===== src/hdl/dtq_pkg.sv =====
// ----------------------------------------------------------------------------
// Delta timer queue package
// Field widths, command and status codes, and the stored entry type.
// ----------------------------------------------------------------------------
package dtq_pkg;

   localparam int ID_W        = 8;
   localparam int TIME_W      = 16;
   localparam int STAT_W      = 2;
   localparam int COUNT_OUT_W = 5;

   localparam logic CMD_ADD    = 1'b0;
   localparam logic CMD_REMOVE = 1'b1;

   localparam logic [STAT_W-1:0] STAT_DONE  = 2'd0;
   localparam logic [STAT_W-1:0] STAT_FULL  = 2'd1;
   localparam logic [STAT_W-1:0] STAT_EMPTY = 2'd2;

   typedef struct packed {
      logic [ID_W-1:0]   id;
      logic [TIME_W-1:0] delta;
   } entry_type;

   typedef struct packed {
      logic      en;
      entry_type data;
   } mem_wr_type;

endpackage


===== src/hdl/dtq_store.sv =====
// ----------------------------------------------------------------------------
// Delta timer queue entry store
// Single-port-write, single-port-read memory with registered read data.
// ----------------------------------------------------------------------------
module dtq_store
   import dtq_pkg::*;
#(
   parameter int DEPTH = 16,
   parameter int IW    = 4
) (
   input  logic          clock,
   input  mem_wr_type    wr,
   input  logic [IW-1:0] wr_addr,
   input  logic [IW-1:0] rd_addr,
   output entry_type     rd_data
);

   entry_type mem_ff [DEPTH];
   entry_type rd_data_ff;

   always_ff @(posedge clock) begin
      if (wr.en) begin
         mem_ff[wr_addr] <= wr.data;
      end
      rd_data_ff <= mem_ff[rd_addr];
   end

   assign rd_data = rd_data_ff;

endmodule


===== config.mk =====
export PLATFORM = sky130hd
export DESIGN_NAME = dtq_store
export DESIGN_NICKNAME = d
export VERILOG_FILES = /design/src/hdl/dtq_pkg.sv /design/src/hdl/dtq_store.sv
export SDC_FILE = /design/constraint.sdc
export NUM_CORES = 1
export LEC_CHECK = 0
export BUFFER_PORTS_ARGS = -buffer_cell sky130_fd_sc_hd__buf_2
export CAP_MARGIN = 20
export CORE_AREA = 10 10 177 304
export CTS_BUF_LIST = sky130_fd_sc_hd__clkbuf_8 sky130_fd_sc_hd__clkbuf_16
export CTS_CLUSTER_SIZE = 10
export DETAILED_ROUTE_END_ITERATION = 7
export DIE_AREA = 0 0 187 314
export PLACE_DENSITY = 0.44
export SLEW_MARGIN = 20
export SYNTH_ARGS = -nofsm -noshare
export SYNTH_HDL_FRONTEND = slang
export SYNTH_SLANG_ARGS = --single-unit

===== constraint.sdc =====
create_clock -name clock -period 3.8 [get_ports clock]
set_clock_uncertainty 0.15 [all_clocks]
set_input_delay 0.57 -clock clock [delete_from_list [all_inputs] [get_ports clock]]
set_output_delay 0.57 -clock clock [all_outputs]
set_load 0.01 [all_outputs]

==> metrics.cfg <==
[cells_and_area]
final_nets=772
fillerInstances=4513
final-seq-area_sq_um=12000
multi_input_comb_area_sq_um=2800
diodes=0
utilization_pct=36.2
fin_cells=1430
drive_above_1_share_pct=32.7
area_delta_synth_final_pct=17.6

[sta]
final-setup-viol-count=0
tightestPinTransition_ns=1.05
max_slew_margin_pct=29.5
tns_ns=0
fmax_ghz=0.499
hold_violations=0
slew_viol_final=0
rsz0062_at_grt=false
finalCritPeriodShare_pct=52.8
post-route-min-period_ns=2.00

[hold_path]
hp-class=input pin to register
hold_start=wr[10]
whs_endpoint=mem_ff[0][10]$_DFFE_PP_
holdPathStages=1

[global_route]
grt_pass1_wl_mm=52.8
antenna_found_initial=1
grt_use_total_pct=12.3
overflow=0
grt_max_degree=49
grt_pass1_vias=7707

[synth]
synth_top_cell_area_share_pct=77.2
synth_seq_area_share_pct=80.4
ys_top_cells_by_area=edfxtp_1, mux4_2, dfxtp_1, a22oi_1, nand2_1
async_flop_share_pct=0
syn-num-nets=670
yosys-top-cells-count=edfxtp_1, mux4_2, a22oi_1, nand2_1, dfxtp_1
synth_top_cell_by_area=edfxtp_1
yosysWarnings=0
synth.avg_cell_area_sq_um=23.5
synth-main-ff-cell=edfxtp_1
synth-edff-count=384
netlist_area_sq_um=14900
synth_most_common_cell=edfxtp_1
syn_inst=636
synth_seq_cells=408
synthDistinctLibCells=16

[placement]
place_inst=1343
dp_hpwl_mm=19.9
gp_congestion=0.716
port_buffers=57

[worst_setup_path]
critPathLaunchType=input pin
path_class=input pin to register
worstReg2RegStart=mem_ff[10][22]$_DFFE_PP_
critPathRequiredTime_ns=4.07
end_kind=register
r2r_setup_slack_ns=2.21
crit_fanout=26
r2r_cells=3
r2r_end=rd_data[22]$_DFF_P_
worstPathArrival_ns=2.28

[cts]
cts_tree=yes
clk_latency_ns=0.55
clock_path_buffers=3
postCtsSetupRepairBufs=0
cts-resized-gates=0
postCtsHoldBufs=0
htree_levels=2
clk_pin_slew_worst_paths_ns=0.06
cts_sinks=408
cts-buffers-inserted=47
cts-root-buf=clkbuf_16

[route]
dr_total_vias=6847
wire_per_inst_um=25.3
ant_nets=0
first_iter_violations=552
avgViaCountPerCell=4.79
post-route-drc-count=0
routed_wl_mm=36.2
first_pass_iters=4

[floorplan]
initial_core_util_pct=30.8
die_width_um=187
io_pins=58
die_h_um=314
coreArea_sq_um=48500
dieArea_sq_um=58700
row_count=107

[pwr]
ir_worst_vdd_mv=0.285
p_leak_nw=5.71
p_per_area_nw_per_um2=543
fin_total_pwr_w=0.00952

[outcome]
status=completed

[flow_run]
drv_cap=0

metrics by stage:
step                      hold slack, ns  setup slack [ns]  cell area, sq um
after detailed placement           0.501              1.18             16200
final                              0.246              1.80             17600
after CTS                          0.215              1.75             17600
after global placement             0.496              1.19             16200
after floorplan                    0.485             0.463             14900
after global routing               0.235              1.62             17600
metal layers:
| metal | GRT usage [%] | up-vias | wire, um |
|---|---|---|---|
| li1 | - | 2909 | - |
| met1 | 13.9 | 3738 | 14000 |
| met2 | 23.3 | 142 | 20100 |
| met3 | 1.73 | 56 | 1280 |
| met4 | 4.03 | 2 | 805 |
| met5 | 0 | - | 13 |
final cells by class:
class                      instances  area share, %
clock buffer                      47           6.70
clock inverter                    40           1.11
multi-input combinational        195           16.0
sequential                       408           68.4
tap                              654           4.66
timing repair buffer              86           3.13
report_power, final:
group | leakage, nW | switching (W) | internal, W
sequential | 3.67 | 0.0000288 | 0.00503
combinational | 1.25 | 0.000277 | 0.000186
clock | 0.790 | 0.00170 | 0.00230
total | 5.71 | 0.00201 | 0.00751
critical path, stage by stage:
cell and delay, ns:
buf_6 0.33, buf_4 0.48, mux4_2 0.56, a22oi_1 0.23
nand2_1 0.08
worst max-delay path by stage:
stage               start                endpoint  slack [ns]
6_report       rd_addr[0]     rd_data[19]$_DFF_P_        1.80
5_1_grt        rd_addr[0]     rd_data[23]$_DFF_P_        1.62
4_1_cts        rd_addr[0]     rd_data[22]$_DFF_P_        1.75
3_5_place_dp   rd_addr[0]     rd_data[22]$_DFF_P_        1.18
3_3_place_gp   rd_addr[0]     rd_data[19]$_DFF_P_        1.19
2_1_floorplan  wr_addr[2]  mem_ff[0][0]$_DFFE_PP_        0.46
state kept, by name (all words and copies together), names as in the netlist:
register / count
mem_ff: 384
rd_data: 24
cells in the final DEF, fill, tap and decap left out, types with 3 or more instances in the layout:
cell and instances:
edfxtp_1 384, mux4_2 96, buf_2 55, a22oi_1 48, clkbuf_16 47, inv_1 34
buf_4 27, nand2_1 25, dfxtp_1 24, nor2_2 13, nor3_2 4, inv_6 3
buf_12 3
logic make-up (layout without fill, tap and decap cells):
logic type / after synthesis / after routing / share of synthesized area (%)
AOI/OAI and AO/OA: 48 / 48 / 2.41
DFF: 408 / 408 / 80.4
buffers and inverters: 33 / 173 / 1.16
and+or+nand+nor: 51 / 51 / 1.49
muxes: 96 / 96 / 14.5
(Power assumes the default switching activity.)
